**src/assert_macros.svh**
```systemverilog
// Assertion macros shared by the brush stamp RTL
`ifndef ASSERT_MACROS_SVH
`define ASSERT_MACROS_SVH
`ifndef NO_ASSERTIONS
`define ASSERT_IMPLIES(lbl, ck, rn, a, c) \
    lbl: assert property (@(posedge ck) disable iff (!rn) (a) |-> (c)) \
        else $error("implication check failed");
`define ASSERT_NEVER(lbl, ck, rn, a) \
    lbl: assert property (@(posedge ck) disable iff (!rn) !(a)) \
        else $error("forbidden condition seen");
`else
`define ASSERT_IMPLIES(lbl, ck, rn, a, c)
`define ASSERT_NEVER(lbl, ck, rn, a)
`endif
`endif

```
**src/cbs_pkg.sv**
```systemverilog
// Types and constants for the circular brush stamp
package cbs_pkg;

    // signed scan offset, wide enough for -3..3
    localparam int OFS_W = 4;

    // register map (word index)
    localparam logic [2:0] REG_BRUSH  = 3'd0;
    localparam logic [2:0] REG_WIDTH  = 3'd1;
    localparam logic [2:0] REG_HEIGHT = 3'd2;
    localparam logic [2:0] REG_RED    = 3'd3;
    localparam logic [2:0] REG_GREEN  = 3'd4;
    localparam logic [2:0] REG_BLUE   = 3'd5;
    localparam logic [2:0] REG_ALPHA  = 3'd6;

    // reset values
    localparam logic [2:0]  RST_BRUSH  = 3'd5;
    localparam logic [12:0] RST_WIDTH  = 13'd640;
    localparam logic [12:0] RST_HEIGHT = 13'd480;
    localparam logic [7:0]  RST_RED    = 8'd255;
    localparam logic [7:0]  RST_GREEN  = 8'd0;
    localparam logic [7:0]  RST_BLUE   = 8'd0;
    localparam logic [7:0]  RST_ALPHA  = 8'd255;

    // one queued dot: centre and saturated radius
    typedef struct packed {
        logic signed [15:0] cx;
        logic signed [15:0] cy;
        logic [1:0]         radius;
    } dot_t;

    // effective image settings seen by the back end
    typedef struct packed {
        logic [12:0] width;
        logic [12:0] height;
        logic [31:0] word;
    } cfg_t;

endpackage

```
**src/cbs_front.sv**
```systemverilog
// Front end: accepts dot words, fixes the radius, holds them in a two-entry queue
module cbs_front #(
    parameter int MAX_RADIUS = 3
) (
    input  logic                clk,
    input  logic                rst_n,
    input  logic                start,
    input  logic signed [15:0]  center_x,
    input  logic signed [15:0]  center_y,
    input  logic [2:0]          brush_size,
    input  logic                pop,
    output logic                busy,
    output logic                head_valid,
    output cbs_pkg::dot_t       head
);

    localparam logic [1:0] RAD_MAX = 2'(MAX_RADIUS);

    cbs_pkg::dot_t queue_mem [2];
    logic          wr_ptr_reg, wr_ptr_next;
    logic          rd_ptr_reg, rd_ptr_next;
    logic [1:0]    count_reg, count_next;
    logic          push;
    logic [1:0]    radius;
    cbs_pkg::dot_t entry;

    // radius is half the brush setting, saturated
    always_comb
    begin
        radius = brush_size[2:1];
        if (radius > RAD_MAX)
        begin
            radius = RAD_MAX;
        end
        entry.cx     = center_x;
        entry.cy     = center_y;
        entry.radius = radius;
    end

    assign busy       = (count_reg == 2'd2);
    assign head_valid = (count_reg != 2'd0);
    assign push       = start && !busy;
    assign head       = queue_mem[rd_ptr_reg];

    // pointer and fill bookkeeping
    always_comb
    begin
        wr_ptr_next = push ? ~wr_ptr_reg : wr_ptr_reg;
        rd_ptr_next = pop ? ~rd_ptr_reg : rd_ptr_reg;
        count_next  = count_reg;
        if (push && !pop)
        begin
            count_next = count_reg + 2'd1;
        end
        else if (pop && !push)
        begin
            count_next = count_reg - 2'd1;
        end
    end

    always_ff @(posedge clk or negedge rst_n)
    begin
        if (!rst_n)
        begin
            wr_ptr_reg <= 1'b0;
            rd_ptr_reg <= 1'b0;
            count_reg  <= 2'd0;
        end
        else
        begin
            wr_ptr_reg <= wr_ptr_next;
            rd_ptr_reg <= rd_ptr_next;
            count_reg  <= count_next;
        end
    end

    // queue storage
    always_ff @(posedge clk)
    begin
        if (push)
        begin
            queue_mem[wr_ptr_reg] <= entry;
        end
    end

endmodule

```
**src/cbs_back.sv**
```systemverilog
// Back end: scans the disc offsets and produces the pixel writes
module cbs_back (
    input  logic                clk,
    input  logic                rst_n,
    input  logic                head_valid,
    input  cbs_pkg::dot_t       head,
    input  cbs_pkg::cfg_t       cfg,
    output logic                pop,
    output logic                strobe,
    output logic [11:0]         pixel_x,
    output logic [11:0]         pixel_y,
    output logic [25:0]         byte_offset,
    output logic [31:0]         pixel_word,
    output logic                last_write
);

    localparam int OW = cbs_pkg::OFS_W;

    // clamp a coordinate into 0 .. dim-1
    function automatic logic [11:0] clamp_coord(input logic signed [16:0] v,
                                                input logic [12:0] dim);
        logic [12:0] lim;
        begin
            lim = dim - 13'd1;
            if (v[16])
            begin
                clamp_coord = 12'd0;
            end
            else if (v[15:0] >= {3'b000, dim})
            begin
                clamp_coord = lim[11:0];
            end
            else
            begin
                clamp_coord = v[11:0];
            end
        end
    endfunction

    logic                   active_reg, active_next;
    logic signed [15:0]     cx_reg, cy_reg;
    logic signed [OW-1:0]   r_reg, dx_reg, dy_reg;
    logic signed [OW-1:0]   r_new, dx_next, dy_next;
    logic signed [2*OW-1:0] sq_x, sq_y, sq_r;
    logic [2*OW:0]          sum_sq;
    logic                   in_disc, last_pt, done;

    logic                   s1_valid_reg, s1_last_reg;
    logic [11:0]            s1_x_reg, s1_y_reg;
    logic                   s2_valid_reg, s2_last_reg;
    logic [11:0]            s2_x_reg;
    logic [24:0]            s2_prod_reg;
    logic [24:0]            addr_pix;

    logic                   strobe_reg, last_reg;
    logic [11:0]            px_reg, py_reg, s2_y_reg;
    logic [25:0]            off_reg;
    logic [31:0]            word_reg;

    // disc test and end of scan
    always_comb
    begin
        sq_x    = dx_reg * dx_reg;
        sq_y    = dy_reg * dy_reg;
        sq_r    = r_reg * r_reg;
        sum_sq  = {1'b0, sq_x} + {1'b0, sq_y};
        in_disc = (sum_sq <= {1'b0, sq_r});
        last_pt = (dy_reg == r_reg) && (dx_reg == '0);
        done    = !active_reg || last_pt;
        pop     = done && head_valid;
        r_new   = OW'(signed'({1'b0, head.radius}));
    end

    // scan counters: dy outer, dx inner
    always_comb
    begin
        active_next = active_reg;
        dx_next     = dx_reg;
        dy_next     = dy_reg;
        if (pop)
        begin
            active_next = 1'b1;
            dx_next     = -r_new;
            dy_next     = -r_new;
        end
        else if (done)
        begin
            active_next = 1'b0;
        end
        else if (dx_reg == r_reg)
        begin
            dx_next = -r_reg;
            dy_next = dy_reg + OW'(1);
        end
        else
        begin
            dx_next = dx_reg + OW'(1);
        end
    end

    always_ff @(posedge clk or negedge rst_n)
    begin
        if (!rst_n)
        begin
            active_reg   <= 1'b0;
            s1_valid_reg <= 1'b0;
            s2_valid_reg <= 1'b0;
            strobe_reg   <= 1'b0;
        end
        else
        begin
            active_reg   <= active_next;
            s1_valid_reg <= active_reg && in_disc;
            s2_valid_reg <= s1_valid_reg;
            strobe_reg   <= s2_valid_reg;
        end
    end

    // dot and counter payload
    always_ff @(posedge clk)
    begin
        dx_reg <= dx_next;
        dy_reg <= dy_next;
        if (pop)
        begin
            cx_reg <= head.cx;
            cy_reg <= head.cy;
            r_reg  <= r_new;
        end
    end

    // stage 1: clamp the point into the image
    always_ff @(posedge clk)
    begin
        s1_x_reg    <= clamp_coord(17'(cx_reg) + 17'(dx_reg), cfg.width);
        s1_y_reg    <= clamp_coord(17'(cy_reg) + 17'(dy_reg), cfg.height);
        s1_last_reg <= last_pt;
    end

    // stage 2: row times stride
    always_ff @(posedge clk)
    begin
        s2_prod_reg <= {13'd0, s1_y_reg} * {12'd0, cfg.width};
        s2_x_reg    <= s1_x_reg;
        s2_y_reg    <= s1_y_reg;
        s2_last_reg <= s1_last_reg;
    end

    // stage 3: byte address and output register
    assign addr_pix = s2_prod_reg + {13'd0, s2_x_reg};

    always_ff @(posedge clk)
    begin
        px_reg   <= s2_x_reg;
        py_reg   <= s2_y_reg;
        off_reg  <= {addr_pix[23:0], 2'b00};
        word_reg <= cfg.word;
        last_reg <= s2_last_reg;
    end

    assign strobe      = strobe_reg;
    assign pixel_x     = px_reg;
    assign pixel_y     = py_reg;
    assign byte_offset = off_reg;
    assign pixel_word  = word_reg;
    assign last_write  = strobe_reg && last_reg;

endmodule

```
**src/circular_brush_stamp_core.sv**
```systemverilog
// Circular brush stamp: filled-disc pixel writer with APB register port
// On an idle block the first write of a dot passes the queue, the scan counter registers,
// the stage 1 and stage 2 registers and the output register. The scan counter steps one
// offset per cycle, popping the next dot at the last offset; one write per cycle at most.
// A two-entry queue takes further dots while a scan runs; busy is high when it is full.
// Reset clears the queue, scan and output strobe and loads the registers' defaults.
`include "assert_macros.svh"

module circular_brush_stamp_core #(
    parameter int MAX_RADIUS = 3,
    parameter int MAX_DIM    = 4096
) (
    input  logic                clk,
    input  logic                rst_n,
    // dot input
    input  logic                start,
    output logic                busy,
    input  logic signed [15:0]  center_x,
    input  logic signed [15:0]  center_y,
    // pixel writes
    output logic                strobe,
    output logic [11:0]         pixel_x,
    output logic [11:0]         pixel_y,
    output logic [25:0]         byte_offset,
    output logic [31:0]         pixel_word,
    output logic                last_write,
    // register port
    input  logic                psel,
    input  logic                penable,
    input  logic                pwrite,
    input  logic [4:0]          paddr,
    input  logic [31:0]         pwdata,
    output logic [31:0]         prdata,
    output logic                pready
);

    localparam logic [12:0] DIM_LIM = 13'(MAX_DIM);

    logic [2:0]     brush_reg;
    logic [12:0]    width_reg, height_reg;
    logic [7:0]     red_reg, green_reg, blue_reg, alpha_reg;
    logic           wr_en;
    logic [2:0]     reg_idx;
    cbs_pkg::cfg_t  cfg;
    cbs_pkg::dot_t  head;
    logic           head_valid, pop;

    // effective image size: zero acts as one, capped at the maximum
    function automatic logic [12:0] eff_dim(input logic [12:0] d);
        begin
            if (d == 13'd0)
            begin
                eff_dim = 13'd1;
            end
            else if (d > DIM_LIM)
            begin
                eff_dim = DIM_LIM;
            end
            else
            begin
                eff_dim = d;
            end
        end
    endfunction

    // register writes
    assign pready  = 1'b1;
    assign wr_en   = psel && penable && pwrite && pready;
    assign reg_idx = paddr[4:2];

    always_ff @(posedge clk or negedge rst_n)
    begin
        if (!rst_n)
        begin
            brush_reg  <= cbs_pkg::RST_BRUSH;
            width_reg  <= cbs_pkg::RST_WIDTH;
            height_reg <= cbs_pkg::RST_HEIGHT;
            red_reg    <= cbs_pkg::RST_RED;
            green_reg  <= cbs_pkg::RST_GREEN;
            blue_reg   <= cbs_pkg::RST_BLUE;
            alpha_reg  <= cbs_pkg::RST_ALPHA;
        end
        else if (wr_en)
        begin
            case (reg_idx)
                cbs_pkg::REG_BRUSH:  brush_reg  <= pwdata[2:0];
                cbs_pkg::REG_WIDTH:  width_reg  <= pwdata[12:0];
                cbs_pkg::REG_HEIGHT: height_reg <= pwdata[12:0];
                cbs_pkg::REG_RED:    red_reg    <= pwdata[7:0];
                cbs_pkg::REG_GREEN:  green_reg  <= pwdata[7:0];
                cbs_pkg::REG_BLUE:   blue_reg   <= pwdata[7:0];
                cbs_pkg::REG_ALPHA:  alpha_reg  <= pwdata[7:0];
                default: ;
            endcase
        end
    end

    // register reads
    always_comb
    begin
        case (reg_idx)
            cbs_pkg::REG_BRUSH:  prdata = {29'd0, brush_reg};
            cbs_pkg::REG_WIDTH:  prdata = {19'd0, width_reg};
            cbs_pkg::REG_HEIGHT: prdata = {19'd0, height_reg};
            cbs_pkg::REG_RED:    prdata = {24'd0, red_reg};
            cbs_pkg::REG_GREEN:  prdata = {24'd0, green_reg};
            cbs_pkg::REG_BLUE:   prdata = {24'd0, blue_reg};
            cbs_pkg::REG_ALPHA:  prdata = {24'd0, alpha_reg};
            default:             prdata = 32'd0;
        endcase
    end

    // settings for the scanner
    always_comb
    begin
        cfg.width  = eff_dim(width_reg);
        cfg.height = eff_dim(height_reg);
        cfg.word   = {alpha_reg, red_reg, green_reg, blue_reg};
    end

    cbs_front #(
        .MAX_RADIUS (MAX_RADIUS)
    ) u_front (
        .clk        (clk),
        .rst_n      (rst_n),
        .start      (start),
        .center_x   (center_x),
        .center_y   (center_y),
        .brush_size (brush_reg),
        .pop        (pop),
        .busy       (busy),
        .head_valid (head_valid),
        .head       (head)
    );

    cbs_back u_back (
        .clk         (clk),
        .rst_n       (rst_n),
        .head_valid  (head_valid),
        .head        (head),
        .cfg         (cfg),
        .pop         (pop),
        .strobe      (strobe),
        .pixel_x     (pixel_x),
        .pixel_y     (pixel_y),
        .byte_offset (byte_offset),
        .pixel_word  (pixel_word),
        .last_write  (last_write)
    );

    // checks
    `ASSERT_IMPLIES(a_pix_in_image, clk, rst_n, strobe,
        ({1'b0, pixel_x} < cfg.width) && ({1'b0, pixel_y} < cfg.height))
    `ASSERT_NEVER(a_last_without_strobe, clk, rst_n, last_write && !strobe)
    `ASSERT_IMPLIES(a_word_matches, clk, rst_n, strobe, pixel_word == cfg.word)
    `ASSERT_NEVER(a_pop_when_empty, clk, rst_n, pop && !head_valid)

endmodule
```
**config.mk**
```make
export PLATFORM = sky130hd
export DESIGN_NAME = circular_brush_stamp_core
export DESIGN_NICKNAME = d
export VERILOG_FILES = /design/src/cbs_pkg.sv /design/src/cbs_front.sv /design/src/cbs_back.sv /design/src/circular_brush_stamp_core.sv
export VERILOG_INCLUDE_DIRS = /design/src /design/src/src
export SDC_FILE = /design/constraint.sdc
export NUM_CORES = 1
export LEC_CHECK = 0
export ABC_AREA = 1
export ABC_CLOCK_PERIOD_IN_PS = 11800
export BUFFER_PORTS_ARGS = -buffer_cell sky130_fd_sc_hd__buf_2
export CAP_MARGIN = 20
export CORE_ASPECT_RATIO = 0.75
export CORE_MARGIN = 3
export CORE_UTILIZATION = 29
export DETAILED_ROUTE_END_ITERATION = 10
export SETUP_SLACK_MARGIN = 0.15
export SYNTH_ARGS = -nofsm -noshare
export SYNTH_HDL_FRONTEND = slang
export SYNTH_HIERARCHICAL = 1
export SYNTH_SLANG_ARGS = --single-unit
```
**constraint.sdc**
```tcl
create_clock -name clk -period 11.8 [get_ports clk]
set_input_delay 0.59 -clock clk [delete_from_list [all_inputs] [get_ports clk]]
set_output_delay 0.59 -clock clk [all_outputs]
set_load 0.02 [all_outputs]
```
-- Yosys cells after proc, flatten, opt, wreduce, memory -nomap -nowiden
Memories as Yosys holds them, arrays and structs flattened.
Cells that the tools add are included.
- $add $sub $neg: 12
- $mul: 4
- magnitude comparators: 6
- eq/ne operators: 10
- multiplexer cells: 20
- bitwise gates (word level): 2
- reduce and logical (&&, ||, !) cells: 30
- operator list (operator ; number):
    case mux 13 bit (7 select lines) ; 1
    two-way mux 13 bit ; 4
    adder 16 x 4 -> 17 bit ; 2
    greater-or-equal comparator 16 x 13 -> 1 bit ; 2
    greater-than comparator 13 bit (second input constant) ; 2
    zero test 13 bit ; 2
    adder 24 x 12 -> 24 bit ; 1
    multiplier 12 x 13 -> 24 bit ; 1
    two-way mux 12 bit ; 2
    two-way mux 4 bit ; 6
    subtractor 12 x 1 -> 12 bit (second input constant) ; 2
    multiplier 4 x 4 -> 8 bit ; 2
    AND reduction 2 bit ; 8
    adder 8 x 8 -> 9 bit ; 1
    equality test 3 bit (second input constant) ; 3
    <= comparator 9 x 8 -> 1 bit ; 1
    logical AND 1 bit ; 9
    adder 4 x 2 -> 4 bit (second input constant) ; 2
    equality test 4 x 3 -> 1 bit ; 2
    negator 2 -> 4 bit ; 2
    nonzero test 2 bit ; 4
    equality test 3 x 2 -> 1 bit (second input constant) ; 2
    two-way mux 2 bit ; 3
    zero test 1 bit ; 4
    other kinds (12) ; 16
- bits in registers: 266
- RAM bits: 68
- output and inout port bits: 118
- word-level logic and storage cells: 116
- memories: 1
- memories (memory ; words ; bits a word ; read ports ; clocked after Yosys merged registers in ; write ports ; RTL line ; source):
    u_front.queue_mem ; 2 ; 34 ; 1 ; 0 ; 1 ; cbs_front.sv:19 ; cbs_pkg::dot_t queue_mem [2];

-- Logic depth before layout (Yosys ltp)
- word-level depth: 7
- depth in mapped cells: 29
- gate-level depth less buffers: 28

-- By module
The synthesis kept the hierarchy.
- modules (own cells, without submodules) (module ; instances ; cells each ; area each (um2) ; seq. area each (um2)):
    cbs_back ; 1 ; 1765 ; 14909.3 ; 4464.3
    circular_brush_stamp_core ; 1 ; 428 ; 3410.8 ; 1556.5
    cbs_front ; 1 ; 135 ; 2822.7 ; 2142.1

-- Worst setup path before layout
OpenSTA, ideal clock, no wires.
- path type: register to register
- start point: register width_reg[0]
- end point: register u_back.s2_prod_reg[20]
- data arrival time: 5.572 ns
- setup slack: 6.102 ns
- cell stages (with the launch flop): 23
- buffers on the path: 1
- period minus slack after synthesis: 5.698 ns
- cells stage by stage: dfrtp_1 -> nor2_1 -> nand2_1 -> nor2_1 -> nand2_1 -> o21ai_0 -> clkbuf_1 -> nand2_1 -> fa_1 -> fa_1 -> inv_1 -> fa_1 -> fa_1 -> inv_1 -> fa_1 -> inv_1 -> ha_1 -> a21o_1 -> a31oi_1 -> nand2_1 -> a21oi_1 -> o21ai_0 -> xor2_1
- RTL lines (element ; RTL line ; source):
    start, declared ; circular_brush_stamp_core.sv:40 ; logic [12:0] width_reg, height_reg;
    start signal, assigned ; circular_brush_stamp_core.sv:76 ; width_reg <= cbs_pkg::RST_WIDTH;
    start signal, assigned ; circular_brush_stamp_core.sv:87 ; cbs_pkg::REG_WIDTH: width_reg <= pwdata[12:0];
    end signal, assigned ; cbs_back.sv:143 ; s2_prod_reg <= {13'd0, s1_y_reg} * {12'd0, cfg.width};
    end, declared ; cbs_back.sv:52 ; logic [24:0] s2_prod_reg;

==> flow_metrics.py <==
metrics = {
    "worst_setup_path": {
        "critPathCaptureType": "flop",
        "reg2reg_slack_ns": 5.44,
        "start_kind": "flop",
        "timing.rr.start": "width_reg[0]",
        "critPathMaxStageDelay_ns": 0.85,
        "critPathMostFrequentCell": "fa_1",
        "crit_type": "flop to flop",
        "crit_buf_inv": 3,
        "crit_path_max_fanout": 14,
        "r2r_cells": 21,
        "slowest_stage": "a21oi_2",
        "arrival_ns": 6.79,
        "timing.rr.end": "u_back/s2_prod_reg[20]",
        "cp_cell_sequence": "nor2_1 -> nand2_1 -> nor2_1 -> nand2_1 -> a21oi_2 -> nand2_1 -> fa_1 -> fa_1 -> inv_1 -> fa_1 -> fa_1 -> inv_1 -> fa_1 -> inv_1 -> ha_1 -> a21o_1 -> a31oi_1 -> nand2_1 -> a21oi_1 -> o21ai_0 -> xor2_1",
        "path_delay_family": "adder cells",
        "cp_data_required_time_ns": 12.23,
    },
    "synthesis": {
        "synth_top_family_by_area": "adder cells",
        "synth_ff_type": "dfxtp_1",
        "synth_most_common_cell": "nand2_1",
        "yosys.area.top_type": "edfxtp_1",
        "synth_top_area_frac": 0.156,
        "synth.area.mux_share": 0.0233,
        "synth_compound_area_frac": 0.0644,
        "synthCells": 2328,
        "yosys-top-cells-area": "edfxtp_1 (16%), dfxtp_1 (15%), fa_1 (12%)",
        "ys_warn_count": 6,
        "ys_seq_elements": 334,
        "synth-simple-area-share": 0.156,
        "synth_commonest_cells": "nand2_1 (528), inv_1 (429), ha_1 (173), dfxtp_1 (155), nor2_1 (131)",
        "synthArstFlopShare": 0.207,
        "synth_cell_type_count": 55,
        "synthXorXnorAreaFrac": 0.0439,
        "synth_seq_area_share": 0.386,
        "syn_area_sq_um": 21100,
        "syn-mean-instance-area_sq_um": 9.08,
        "synth_fa_ha_area_frac": 0.223,
        "synth_edf_count": 110,
    },
    "final_layout": {
        "regMostFlops": "u_front/queue_mem",
        "stdcell_count": 3462,
        "largest_reg_flops": 68,
        "fillers": 7411,
        "postLayoutCoreUtil": 0.335,
        "area_growth_pct": 14.2,
        "drive_above_1_share": 0.139,
        "nNetsFinal": 2849,
    },
    "power": {
        "ir_drop_v": 0.000117,
        "pwr-share-clk": 0.207,
        "p_sw_frac": 0.424,
        "p_leak_nw": 12.1,
        "internal-power_w": 0.00344,
        "p_comb_frac": 0.487,
        "p_total_w": 0.00598,
        "power_density_nw_per_um2": 247,
        "seqPwrFrac": 0.306,
        "p_sw_w": 0.00253,
    },
    "sta": {
        "worst_pin_slew_ns": 1.07,
        "finClkSkew_ns": 0.0305,
        "fin_tns_setup_ns": 0,
        "hold_violations": 0,
        "rsz0062_at_grt": "false",
        "finalMaxSlewViolations": 0,
        "finalSetupViolCount": 0,
        "relSlewSlack": 0.289,
        "fin_crit_sh": 0.539,
        "fin_crit_ns": 6.36,
        "fmax_ghz": 0.157,
    },
    "floorplanning": {
        "initial_core_util": 0.294,
        "rows": 85,
        "core_sq_um": 72000,
        "die_h_um": 240,
        "dieArea_sq_um": 76200,
        "ioPinCount": 193,
        "die_width_um": 318,
    },
    "clock_tree": {
        "cts.path.max_buffers": 3,
        "postCtsHoldBufs": 0,
        "cts_tree": "built",
        "cts_sinks": 334,
        "htree_levels": 2,
        "cts_made_buffers": 38,
        "clkTransAtPathRegs_ns": 0.06,
        "cts_root_buf": "clkbuf_16",
        "clkLatencyLatePin_ns": 0.57,
        "cts.repair.resized": 0,
        "postCtsSetupRepairBufs": 0,
    },
    "grt": {
        "grt_overflow": 0,
        "grt_pass1_wl_um": 79000,
        "grt_max_degree": 70,
        "use_met3": 0.0226,
        "top_usage_layer": "met2",
        "grtUsageMet1": 0.186,
        "grt_pass1_vias": 14900,
        "antenna_found_initial": 2,
        "grt_use_total": 0.129,
        "grtUsageMet2": 0.201,
    },
    "drt": {
        "drtAntennaViolNets": 0,
        "dr.pass1.iters": 5,
        "vias_per_cell": 4.32,
        "vias": 14941,
        "drc": 0,
        "drt_iter0_markers": 826,
        "avgRoutedWirePerCell_um": 14.0,
        "route.final.wire_length_um": 48400,
    },
    "placement": {
        "placedCellCount": 3389,
        "dp_hpwl_um": 36800,
        "port_buffers": 149,
        "gp_congestion": 0.831,
    },
    "min_path": {
        "hp-start": "center_x[14]",
        "holdPathStages": 1,
        "holdPathEnd": "u_front/queue_mem[0][32]",
        "hold_class": "input pin to flop",
    },
    "run_status": {
        "outcome": "completed",
    },
    "run": {
        "cap_viol_max_count": 0,
    },
}
## worst max path at each step
| stage | startpoint | to | slack [ns] | cells after the start |
|---|---|---|---|---|
| after floorplan | width_reg[0] | u_back/s2_prod_reg[20] | 6.10 | 22 |
| after global placement | width_reg[0] | u_back/s2_prod_reg[20] | 5.57 | 21 |
| after detailed placement | width_reg[0] | u_back/s2_prod_reg[20] | 5.52 | 22 |
| after CTS | width_reg[0] | u_back/s2_prod_reg[20] | 5.46 | 21 |
| after global routing | width_reg[0] | u_back/s2_prod_reg[20] | 4.96 | 22 |
| final | width_reg[0] | u_back/s2_prod_reg[20] | 5.44 | 21 |
## through the flow
step	hold WS, ns	instance area, sq um	setup WS, ns
global placement	0.312	22700	5.57
CTS	0.187	24100	5.46
floorplan	0.294	21200	6.10
detailed placement	0.312	22800	5.52
global route	0.202	24200	4.96
finish	0.227	24200	5.44
## power by group through the flow
stage          combinational (W)  clock, W  sequential (W)
2_1_floorplan            0.00219         0         0.00183
3_3_place_gp             0.00289         0         0.00185
3_5_place_dp             0.00293         0         0.00186
4_1_cts                  0.00295   0.00128         0.00183
5_1_grt                  0.00338   0.00133         0.00187
6_report                 0.00291   0.00124         0.00183
## cell usage in the layout (no fill, tap or decap), types with 5 or more instances in the layout
cell type / synthesis / routed
nand2_1: 528 / 528
inv_1: 429 / 429
ha_1: 173 / 173
dfxtp_1: 155 / 155
buf_2: 6 / 149
nor2_1: 131 / 130
fa_1: 127 / 127
edfxtp_1: 110 / 110
a21oi_1: 103 / 101
xor2_1: 72 / 72
o21ai_0: 69 / 68
nand3_1: 65 / 65
dfrtp_1: 45 / 44
clkbuf_16: 0 / 39
xnor2_1: 32 / 32
mux2_4: 29 / 29
dfstp_2: 24 / 24
o21ai_2: 22 / 22
conb_1: 3 / 22
nor3_1: 20 / 20
nand4_1: 17 / 17
buf_4: 29 / 14
o21ai_1: 12 / 13
clkinv_2: 0 / 7
o21bai_1: 7 / 7
nor2_2: 6 / 6
o22ai_1: 5 / 5
clkbuf_8: 0 / 5
a31oi_1: 5 / 5
nand3b_1: 5 / 5
mux2_2: 5 / 5
## per-layer routing
metal,share of wire,routed length [um]
met2,0.43,20900
met1,0.50,24100
met4,0.016,774
met5,0.00027,13
met3,0.055,2680
## cells by family (layout without fill, tap and decap cells)
kind of cell | after synthesis | after routing
simple gates | 797 | 797
buf+inv | 515 | 672
flops | 334 | 334
fa+ha+maj | 300 | 300
compound gates | 240 | 240
xor+xnor | 105 | 105
mux | 34 | 34
other cells | 3 | 23
## cell type report
type,count,area [sq um],share of cell area
inverters,436,1650,0.0682
multi-input cells,1498,10900,0.451
repair buffers,166,910,0.0377
flip-flops and latches,334,8160,0.338
diodes,1,2.50,0.000104
clock buffers,47,1060,0.0439
clock inverters,23,292,0.0121
well taps,957,1200,0.0496
No activity file was read; power rests on OpenSTA's default activity.
